===== config.mk =====
export PLATFORM = sky130hd
export DESIGN_NAME = color_gradient_ramp
export DESIGN_NICKNAME = d
export VERILOG_FILES = /design/src/design/cgr_pkg.sv /design/src/design/color_gradient_ramp.sv
export SDC_FILE = /design/constraint.sdc
export NUM_CORES = 2
export LEC_CHECK = 0
export BUFFER_PORTS_ARGS = -buffer_cell sky130_fd_sc_hd__buf_2
export CAP_MARGIN = 5
export CORE_MARGIN = 1.5
export CORE_UTILIZATION = 60
export CTS_BUF_LIST = sky130_fd_sc_hd__clkbuf_16
export CTS_CLUSTER_SIZE = 16
export DETAILED_ROUTE_END_ITERATION = 16
export PLACE_DENSITY = 0.88
export SLEW_MARGIN = 0
export SYNTH_ARGS = -nofsm -noshare
export SYNTH_HDL_FRONTEND = slang
export SYNTH_SLANG_ARGS = --single-unit
export TNS_END_PERCENT = 50

===== constraint.sdc =====
create_clock -name aclk -period 39.7 [get_ports aclk]
set_input_delay 1.985 -clock aclk [delete_from_list [all_inputs] [get_ports aclk]]
set_output_delay 1.985 -clock aclk [all_outputs]
set_load 0.005 [all_outputs]

===== src/design/cgr_pkg.sv =====
// Package for the color gradient ramp: constants, register codes, stage types.
package cgr_pkg;

    // Geometry of the ramp
    localparam int NUM_STOPS = 5;
    localparam int FRAC_BITS = 8;
    localparam int NUM_CH    = 3;
    localparam int CH_W      = 8;
    localparam int POS_W     = 9;
    localparam int STOP_W    = POS_W + NUM_CH * CH_W;
    localparam int CNT_W     = 3;
    localparam int CFG_IDX_W = 3;

    // Datapath widths
    localparam int UPOS_W = POS_W + 1;
    localparam int SPAN_W = POS_W + 2;
    localparam int DEN_W  = POS_W + 1;
    localparam int PROD_W = POS_W + CH_W + 2;
    localparam int REM_W  = PROD_W;
    localparam int QUO_W  = CH_W;
    localparam int HALF_Q = QUO_W / 2;

    // Implicit stop above the first one: 1.0, black
    localparam logic [UPOS_W-1:0] ONE_POS = UPOS_W'(1 << FRAC_BITS);

    // Channel order: red, green, blue
    localparam int CH_RED   = 0;
    localparam int CH_GREEN = 1;
    localparam int CH_BLUE  = 2;

    // Register map
    typedef enum logic [CFG_IDX_W-1:0] {
        REG_STOP_COUNT = 3'd0,
        REG_STOP_ZERO  = 3'd1,
        REG_STOP_ONE   = 3'd2,
        REG_STOP_TWO   = 3'd3,
        REG_STOP_THREE = 3'd4,
        REG_STOP_FOUR  = 3'd5
    } cfg_reg_t;

    localparam logic [CNT_W-1:0] STOP_COUNT_RESET = CNT_W'(NUM_STOPS);

    // Default fire ramp
    localparam logic [STOP_W-1:0] STOP_RESET [NUM_STOPS] = '{
        33'd4311744511, 33'd3875504128, 33'd3019833344, 33'd2153381945, 33'd436207616
    };

    typedef logic [NUM_CH-1:0][CH_W-1:0] rgb_t;

    // Stage 1: selected segment
    typedef struct packed {
        logic                     matched;
        logic                     direct;
        logic [POS_W-1:0]         t;
        logic signed [SPAN_W-1:0] span;
        rgb_t                     lower;
        rgb_t                     upper;
    } s1_t;

    // Stage 2: partial products
    typedef struct packed {
        logic                           matched;
        logic                           direct;
        rgb_t                           lower;
        logic signed [SPAN_W-1:0]       span;
        logic [NUM_CH-1:0][PROD_W-1:0]  p_slope;
        logic [NUM_CH-1:0][PROD_W-1:0]  p_base;
    } s2_t;

    // Stage 3: magnitudes for the divider
    typedef struct packed {
        logic                           matched;
        logic                           direct;
        rgb_t                           lower;
        logic [NUM_CH-1:0]              zero;
        logic [NUM_CH-1:0][REM_W-1:0]   num;
        logic [DEN_W-1:0]               den;
    } s3_t;

    // Stage 4: upper quotient bits done
    typedef struct packed {
        logic                           matched;
        logic                           direct;
        rgb_t                           lower;
        logic [NUM_CH-1:0]              zero;
        logic [NUM_CH-1:0]              over;
        logic [NUM_CH-1:0][REM_W-1:0]   rem;
        logic [NUM_CH-1:0][HALF_Q-1:0]  quo_hi;
        logic [DEN_W-1:0]               den;
    } s4_t;

    // Color field of a packed stop
    function automatic logic [CH_W-1:0] stop_color(input logic [STOP_W-1:0] stop, input int ch);
        return stop[(NUM_CH - 1 - ch) * CH_W +: CH_W];
    endfunction

    function automatic logic [POS_W-1:0] stop_pos(input logic [STOP_W-1:0] stop);
        return stop[STOP_W-1 -: POS_W];
    endfunction

endpackage


===== src/design/color_gradient_ramp.sv =====
// Color gradient ramp: stop lookup, linear interpolation and floor divide, five stages.
//
// Usage:
//   Input words (s_ratio, s_prev_*) enter on s_valid/s_ready; a ratio in Q1.8
//   selects the first configured stop at or below it, and each channel is
//   interpolated toward the stop above (black at 1.0 above stop zero).
//   Result words (m_red, m_green, m_blue, m_matched) leave on m_valid/m_ready.
//   With no matching stop the previous color passes through, m_matched = 0.
//   Throughput is one word per cycle while m_ready does not stall the
//   output; the five register stages are select, multiply, add and
//   magnitude, and two restoring-divide stages of four quotient bits each.
//   A stalled m_ready holds the output word; each stage keeps accepting
//   while any later stage has a free slot, so bubbles are squeezed out.
//   Configuration: cfg_valid/cfg_ready with cfg_index and cfg_data, always
//   ready; index 0 is stop_count, 1..5 the packed stops, others are ignored.
//   Write it only while the pipeline is empty.
//   Reset (aresetn low, synchronous) empties the pipeline and loads
//   stop_count = 5 with the default fire ramp.
module color_gradient_ramp
    import cgr_pkg::*;
(
    input  logic                 aclk,
    input  logic                 aresetn,
    input  logic                 s_valid,
    output logic                 s_ready,
    input  logic [POS_W-1:0]     s_ratio,
    input  logic [CH_W-1:0]      s_prev_red,
    input  logic [CH_W-1:0]      s_prev_green,
    input  logic [CH_W-1:0]      s_prev_blue,
    output logic                 m_valid,
    input  logic                 m_ready,
    output logic [CH_W-1:0]      m_red,
    output logic [CH_W-1:0]      m_green,
    output logic [CH_W-1:0]      m_blue,
    output logic                 m_matched,
    input  logic                 cfg_valid,
    output logic                 cfg_ready,
    input  logic [CFG_IDX_W-1:0] cfg_index,
    input  logic [STOP_W-1:0]    cfg_data
);

    localparam int NSTG = 5;

    logic [CNT_W-1:0]  stop_count_reg;
    logic [STOP_W-1:0] stop_reg [NUM_STOPS];

    logic [NSTG-1:0] valid_reg;
    logic [NSTG:0]   rdy;

    s1_t s1_reg, s1_next;
    s2_t s2_reg, s2_next;
    s3_t s3_reg, s3_next;
    s4_t s4_reg, s4_next;
    rgb_t out_rgb_reg, out_rgb_next;
    logic out_matched_reg;

    // Configuration registers
    assign cfg_ready = 1'b1;

    always_ff @(posedge aclk) begin
        if (!aresetn) begin
            stop_count_reg <= STOP_COUNT_RESET;
            for (int i = 0; i < NUM_STOPS; i++) begin
                stop_reg[i] <= STOP_RESET[i];
            end
        end else if (cfg_valid) begin
            if (cfg_index == REG_STOP_COUNT) begin
                stop_count_reg <= cfg_data[CNT_W-1:0];
            end
            for (int i = 0; i < NUM_STOPS; i++) begin
                if (cfg_index == CFG_IDX_W'(i + 1)) begin
                    stop_reg[i] <= cfg_data;
                end
            end
        end
    end

    // Ready chain: a stage moves when it is empty or its successor moves
    always_comb begin
        rdy[NSTG] = m_ready;
        for (int k = NSTG - 1; k >= 0; k--) begin
            rdy[k] = !valid_reg[k] || rdy[k + 1];
        end
    end

    assign s_ready = rdy[0];

    always_ff @(posedge aclk) begin
        if (!aresetn) begin
            valid_reg <= '0;
        end else begin
            if (rdy[0]) begin
                valid_reg[0] <= s_valid;
            end
            for (int k = 1; k < NSTG; k++) begin
                if (rdy[k]) begin
                    valid_reg[k] <= valid_reg[k - 1];
                end
            end
        end
    end

    // Stage 1: find the first stop at or below the ratio
    always_comb begin
        logic [CNT_W-1:0]  cnt_lim;
        logic [POS_W-1:0]  pos;
        logic [UPOS_W-1:0] up_pos;
        rgb_t              up_rgb;
        rgb_t              lo_rgb;
        cnt_lim = (stop_count_reg > CNT_W'(NUM_STOPS)) ? CNT_W'(NUM_STOPS) : stop_count_reg;
        s1_next.matched = 1'b0;
        s1_next.direct  = 1'b1;
        s1_next.t       = '0;
        s1_next.span    = '0;
        s1_next.upper   = '0;
        s1_next.lower[CH_RED]   = s_prev_red;
        s1_next.lower[CH_GREEN] = s_prev_green;
        s1_next.lower[CH_BLUE]  = s_prev_blue;
        // descending scan so the lowest index that hits wins
        for (int i = NUM_STOPS - 1; i >= 0; i--) begin
            pos = stop_pos(stop_reg[i]);
            if (i == 0) begin
                up_pos = ONE_POS;
                up_rgb = '0;
            end else begin
                up_pos = {1'b0, stop_pos(stop_reg[(i == 0) ? 0 : i - 1])};
                for (int c = 0; c < NUM_CH; c++) begin
                    up_rgb[c] = stop_color(stop_reg[(i == 0) ? 0 : i - 1], c);
                end
            end
            for (int c = 0; c < NUM_CH; c++) begin
                lo_rgb[c] = stop_color(stop_reg[i], c);
            end
            if ((CNT_W'(i) < cnt_lim) && (s_ratio >= pos)) begin
                s1_next.matched = 1'b1;
                s1_next.t       = s_ratio - pos;
                s1_next.span    = $signed({1'b0, up_pos}) - $signed({2'b0, pos});
                s1_next.direct  = ({1'b0, up_pos} == {2'b0, pos});
                s1_next.lower   = lo_rgb;
                s1_next.upper   = up_rgb;
            end
        end
    end

    // Stage 2: t * (upper - lower) and lower * span
    always_comb begin
        logic signed [PROD_W-1:0] t_s;
        logic signed [PROD_W-1:0] d_s;
        logic signed [PROD_W-1:0] l_s;
        logic signed [PROD_W-1:0] sp_s;
        t_s  = PROD_W'($signed({1'b0, s1_reg.t}));
        sp_s = PROD_W'(s1_reg.span);
        s2_next.matched = s1_reg.matched;
        s2_next.direct  = s1_reg.direct;
        s2_next.lower   = s1_reg.lower;
        s2_next.span    = s1_reg.span;
        for (int c = 0; c < NUM_CH; c++) begin
            d_s = PROD_W'($signed({1'b0, s1_reg.upper[c]}) - $signed({1'b0, s1_reg.lower[c]}));
            l_s = PROD_W'($signed({1'b0, s1_reg.lower[c]}));
            s2_next.p_slope[c] = t_s * d_s;
            s2_next.p_base[c]  = l_s * sp_s;
        end
    end

    // Stage 3: numerator, signs and magnitudes
    always_comb begin
        logic signed [PROD_W-1:0] n_s;
        logic                     d_neg;
        d_neg = s2_reg.span[SPAN_W-1];
        s3_next.matched = s2_reg.matched;
        s3_next.direct  = s2_reg.direct;
        s3_next.lower   = s2_reg.lower;
        s3_next.den     = DEN_W'(d_neg ? -s2_reg.span : s2_reg.span);
        for (int c = 0; c < NUM_CH; c++) begin
            n_s = $signed(s2_reg.p_slope[c]) + $signed(s2_reg.p_base[c]);
            // opposite signs give a negative floor, clamped to zero
            s3_next.zero[c] = n_s[PROD_W-1] ^ d_neg;
            s3_next.num[c]  = REM_W'(n_s[PROD_W-1] ? -n_s : n_s);
        end
    end

    // Stage 4: saturation check and quotient bits 7..4
    always_comb begin
        logic [REM_W-1:0] r;
        logic [REM_W-1:0] dsh;
        s4_next.matched = s3_reg.matched;
        s4_next.direct  = s3_reg.direct;
        s4_next.lower   = s3_reg.lower;
        s4_next.zero    = s3_reg.zero;
        s4_next.den     = s3_reg.den;
        for (int c = 0; c < NUM_CH; c++) begin
            r = s3_reg.num[c];
            s4_next.over[c] = (r >= (REM_W'(s3_reg.den) << QUO_W));
            for (int b = QUO_W - 1; b >= HALF_Q; b--) begin
                dsh = REM_W'(s3_reg.den) << b;
                s4_next.quo_hi[c][b - HALF_Q] = (r >= dsh);
                if (r >= dsh) begin
                    r = r - dsh;
                end
            end
            s4_next.rem[c] = r;
        end
    end

    // Stage 5: quotient bits 3..0 and output select
    always_comb begin
        logic [REM_W-1:0]  r;
        logic [REM_W-1:0]  dsh;
        logic [HALF_Q-1:0] quo_lo;
        for (int c = 0; c < NUM_CH; c++) begin
            r = s4_reg.rem[c];
            for (int b = HALF_Q - 1; b >= 0; b--) begin
                dsh = REM_W'(s4_reg.den) << b;
                quo_lo[b] = (r >= dsh);
                if (r >= dsh) begin
                    r = r - dsh;
                end
            end
            priority if (s4_reg.direct) begin
                out_rgb_next[c] = s4_reg.lower[c];
            end else if (s4_reg.zero[c]) begin
                out_rgb_next[c] = '0;
            end else if (s4_reg.over[c]) begin
                out_rgb_next[c] = '1;
            end else begin
                out_rgb_next[c] = {s4_reg.quo_hi[c], quo_lo};
            end
        end
    end

    // Stage payload registers
    always_ff @(posedge aclk) begin
        if (rdy[0] && s_valid) begin
            s1_reg <= s1_next;
        end
        if (rdy[1] && valid_reg[0]) begin
            s2_reg <= s2_next;
        end
        if (rdy[2] && valid_reg[1]) begin
            s3_reg <= s3_next;
        end
        if (rdy[3] && valid_reg[2]) begin
            s4_reg <= s4_next;
        end
        if (rdy[4] && valid_reg[3]) begin
            out_rgb_reg     <= out_rgb_next;
            out_matched_reg <= s4_reg.matched;
        end
    end

    assign m_valid   = valid_reg[NSTG-1];
    assign m_red     = out_rgb_reg[CH_RED];
    assign m_green   = out_rgb_reg[CH_GREEN];
    assign m_blue    = out_rgb_reg[CH_BLUE];
    assign m_matched = out_matched_reg;

    // Checks
    a_reset_empty: assert property (@(posedge aclk) !aresetn |=> !m_valid)
        else $error("output valid right after reset");

    a_stall_full: assert property (@(posedge aclk) disable iff (!aresetn)
        !s_ready |-> ((&valid_reg) && !m_ready))
        else $error("input stalled while the pipeline has a free slot");

    a_advance: assert property (@(posedge aclk) disable iff (!aresetn)
        (valid_reg[0] && rdy[1]) |=> valid_reg[1])
        else $error("word lost between stage one and stage two");

endmodule

**Yosys cells after proc, flatten, opt, wreduce, memory -nomap -nowiden**

Memory sizes are Yosys's and may differ from the RTL's.
Cells that the tools add are included.

- Reductions and logical operators: 23
- Bitwise operators: 8
- Order comparisons: 38
- Eq/ne operators: 10
- Mux-type cells: 66
- Add/subtract/negate cells: 41
- Multiply operators: 6

Operator list:

| operator | count |
|---|---|
| $mux W19 | 21 |
| $mux W69 | 4 |
| $mux W33 | 5 |
| $mux W8 | 9 |
| $mux W70 | 1 |
| $add A19 B19 Y19 | 3 |
| $ge A19 B10 Y1 | 3 |
| $ge A19 B11 Y1 | 3 |
| $ge A19 B12 Y1 | 3 |
| $ge A19 B13 Y1 | 3 |
| $ge A19 B14 Y1 | 3 |
| $ge A19 B15 Y1 | 3 |
| $ge A19 B16 Y1 | 3 |
| $ge A19 B17 Y1 | 3 |
| $ge A19 B18 Y1 | 3 |
| $mul A10 B9 Y19 | 3 |
| $mul A9 B11 Y19 | 3 |
| $neg A19 Y19 | 3 |
| $sub A19 B11 Y19 | 3 |
| $sub A19 B12 Y19 | 3 |
| $sub A19 B13 Y19 | 3 |
| $sub A19 B14 Y19 | 3 |
| $sub A19 B15 Y19 | 3 |
| $sub A19 B16 Y19 | 3 |
| 28 further kinds | 95 |

- Bits in registers: 461
- Memory bits (writable): 165
- Memories: 1
- Input port bits: 74
- Output and inout port bits: 28
- Word-level logic and storage cells: 252

Memories:

| memory | words | bits a word | read ports | clocked after memory_dff | write ports | RTL line | text |
|---|---|---|---|---|---|---|---|
| stop_reg | 5 | 33 | 5 | 0 | 5 | color_gradient_ramp.sv:45 | `logic [STOP_W-1:0] stop_reg [NUM_STOPS];` |

**Logic depth before layout (Yosys ltp)**

- Depth in word-level cells: 10
- Gate-level depth with buffers: 49
- Depth with buffers taken out: 44

**Least setup slack after synthesis**

OpenSTA, ideal clock, no wires.

- Kind: input -> register
- From: input port m_ready
- To: register s2_reg[0] in the netlist's numbering (enable)
- Data arrival time: 13.198 ns
- Slack: 25.613 ns
- Library setup time: 0.889 ns
- Cell stages on the path: 4
- Data required time: 38.811 ns
- Path buffers: 1
- Cells stage by stage: nor2b_1 and3_1 clkbuf_1 a21boi_0

- Word-level cells in the longest chain between the ends: 5

Ends and longest elaborated chain:

| what | RTL line | text |
|---|---|---|
| start: declaration | color_gradient_ramp.sv:31 | `input logic m_ready,` |
| $logic_or A1 B1 Y1 (4 in series) | color_gradient_ramp.sv:82 | `rdy[k] = !valid_reg[k] \|\| rdy[k + 1];` |
| $logic_and A1 B1 Y1 | color_gradient_ramp.sv:236 | `if (rdy[1] && valid_reg[0]) begin` |
| end signal: assignment | color_gradient_ramp.sv:237 | `s2_reg <= s2_next;` |
| end: declaration | color_gradient_ramp.sv:51 | `s2_t s2_reg, s2_next;` |

No other way between the ends.
A chain may end at the register's enable or synchronous reset.

==> impl_metrics.json <==
{
  "outcome": "finished clean",
  "fin_tns_setup_ps": 0,
  "worstPathMaxFanout": 22,
  "cts-buffers-inserted": 72,
  "synth_async_sr_flop_share_pct": 0,
  "post-cts-setup-buffer-count": 0,
  "drt-wirelength-per-cell_um": 20.0,
  "placement_row_count": 118,
  "holdWs_ps": 416,
  "min_period_over_period_pct": 30.3,
  "final_nets": 7812,
  "largest_register_ff_count": 165,
  "ys_warn_count": 0,
  "timing.clock.skew_ps": 21.0,
  "hpwl_mm": 120,
  "path_class": "register to register",
  "cts-htree-levels": 3,
  "fill_cells": 7660,
  "reg2reg_setup_slack_ps": 27660,
  "post-route-drc-count": 0,
  "synth_cell_type_count": 107,
  "hp-class": "register to register",
  "post_cts_resize_count": 0,
  "post_cts_hold_buffer_count": 0,
  "antenna_violating_nets_remaining": 0,
  "grt_first_pass_wirelength_mm": 259,
  "final_hold_viol_count": 0,
  "yosysSeqAreaShare_pct": 29.5,
  "areaGrowthSynthToFinish_pct": 7.13,
  "netlist_top_cells_count": "inv_1, ha_1, edfxtp_1",
  "antenna-diode-count": 0,
  "dr.first_iter.drc_count": 4354,
  "portBuffers": 100,
  "die_height_um": 328,
  "r2r_cells": 42,
  "vias": 50223,
  "synth.area.top_cells": "edfxtp_1, ha_1, fa_1",
  "ios": 102,
  "placement.setup.worst_slack_ps": 27900,
  "critPathCaptureType": "register",
  "worst_pin_slew_ps": 1190,
  "detail_route.wirelength_mm": 161,
  "numClockSinks": 624,
  "netlist.top_cell.by_area": "edfxtp_1",
  "post-route-worst-setup-slack_ps": 27660,
  "die-width_um": 328,
  "syn-cell-area_um2": 63200,
  "post_synth_net_total": 7770,
  "post_synth_inst_count": 6598,
  "first_global_vias": 50639,
  "cpPeakStageDelay_ps": 650,
  "regArea_um2": 18700,
  "initial_core_util_pct": 60.8,
  "grt_start_max_net_pins": 94,
  "netlist.area_leader.share_pct": 29.3,
  "cts_root_buffer": "clkbuf_16",
  "relSlewSlack_pct": 20.5,
  "clk_latency_ps": 650,
  "worstHoldPathCells": 0,
  "required_time_worst_endpoint_ps": 40100,
  "max_cap_viols": 0,
  "finalCriticalPeriod_ps": 12040,
  "clock_pin_slew_on_the_worst_setup_and_hold_paths_ps": 60,
  "detail_route.first_pass.iterations": 9,
  "post_route_cells_drive_above_1_share_pct": 7.27,
  "share_of_the_core_filled_with_cells_pct": 65.2,
  "vias_per_std_cell": 6.22,
  "setup_repair_after_global_routing_missed_its_margin": "no",
  "yosys_most_used_dff": "edfxtp_1",
  "grt_usage_pct": 30.0,
  "cts-root-to-sink-buffers": 3,
  "leading_cell_type_by_number_of_instances_after_synthesis": "inv_1",
  "cpMostUsedCell": "o21ai_0",
  "report.final.slew_viol_count": 0,
  "worst-endpoint-arrival_ps": 12430,
  "gp_routability_congestion": 0.959,
  "tritoncts": "built",
  "slowest_stage": "edfxtp_1",
  "worst_setup_path_start_kind": "register",
  "avgSynthCellArea_um2": 9.58,
  "grt_antenna_before_repair": 3,
  "postSynthRegisterBits": 624,
  "timing.final.setup_violations": 0,
  "area_used_by_multi_input_combinational_logic_um2": 40900,
  "synth_edf_count": 616,
  "fp.dieArea_um2": 107000,
  "globalRouteOverflowTotal": 0,
  "core-area_um2": 104000,
  "max_freq_mhz": 83.1
}
[metal layers]
layer,vias up,GRT usage [%],wire [um]
met5,-,0,34
met4,4,14.9,8740
met3,552,4.40,11600
met2,2247,51.8,77800
met1,24174,36.6,63200
li1,23246,-,-
[layout make-up]
type,instances,area share [%]
clock buffers,72,2.66
repair buffers,170,1.51
inverters,800,4.43
flip-flops and latches,624,27.5
multi-input cells,4972,60.4
clock inverters,60,0.850
well taps,1380,2.55
[layout by cell type (no fill, tap or decap), types with 71 or more instances in the layout]
cell type / synthesis / routed
a21o_1: 128 / 128
a21oi_1: 344 / 344
and2_1: 293 / 293
buf_2: 5 / 100
clkbuf_16: 0 / 72
edfxtp_1: 616 / 616
fa_1: 384 / 384
ha_1: 714 / 714
inv_1: 800 / 805
nand2_1: 495 / 494
nand2b_1: 134 / 134
nand3_1: 114 / 114
nand4_1: 71 / 71
nor2_1: 378 / 377
nor2b_1: 91 / 89
nor3_1: 120 / 120
o21ai_0: 338 / 333
xnor2_1: 288 / 288
xor2_1: 131 / 131
[cells by family after synthesis]
logic type / share of synthesized area [%]
AOI/OAI and AO/OA: 14.4
xor gates and xnor gates: 5.80
adders and majority gates: 26.3
buffers and inverters: 6.03
DFF: 29.5
muxes: 2.22
other: 0.00593
and+or+nand+nor: 15.7
[worst max-delay path: cells and delay by family (launching register included)]
| kind | cells | cell delay (ps) |
|---|---|---|
| buf+inv | 5 | 1310 |
| compound gates | 17 | 4250 |
| simple gates | 13 | 2980 |
| mux | 3 | 1200 |
| fa+ha+maj | 4 | 1370 |
| flops | 1 | 650 |
[final timing paths]
| kind | from | end |
|---|---|---|
| max | s3_reg[1] | s4_reg[52] |
| min | s2_reg[142] | s3_reg[87] |
| max reg2reg | s3_reg[1] | s4_reg[52] |
| min reg2reg | s2_reg[142] | s3_reg[87] |
[metrics by stage]
step,instance area (um2),instances
floorplan,63200,6598
global placement,65400,7946
detailed placement,65400,7946
CTS,67700,8078
global route,67700,8078
finish,67700,8078
Power is not shown: default switching activity piles up to over one toggle a cycle in this logic, so the estimate is an artifact.
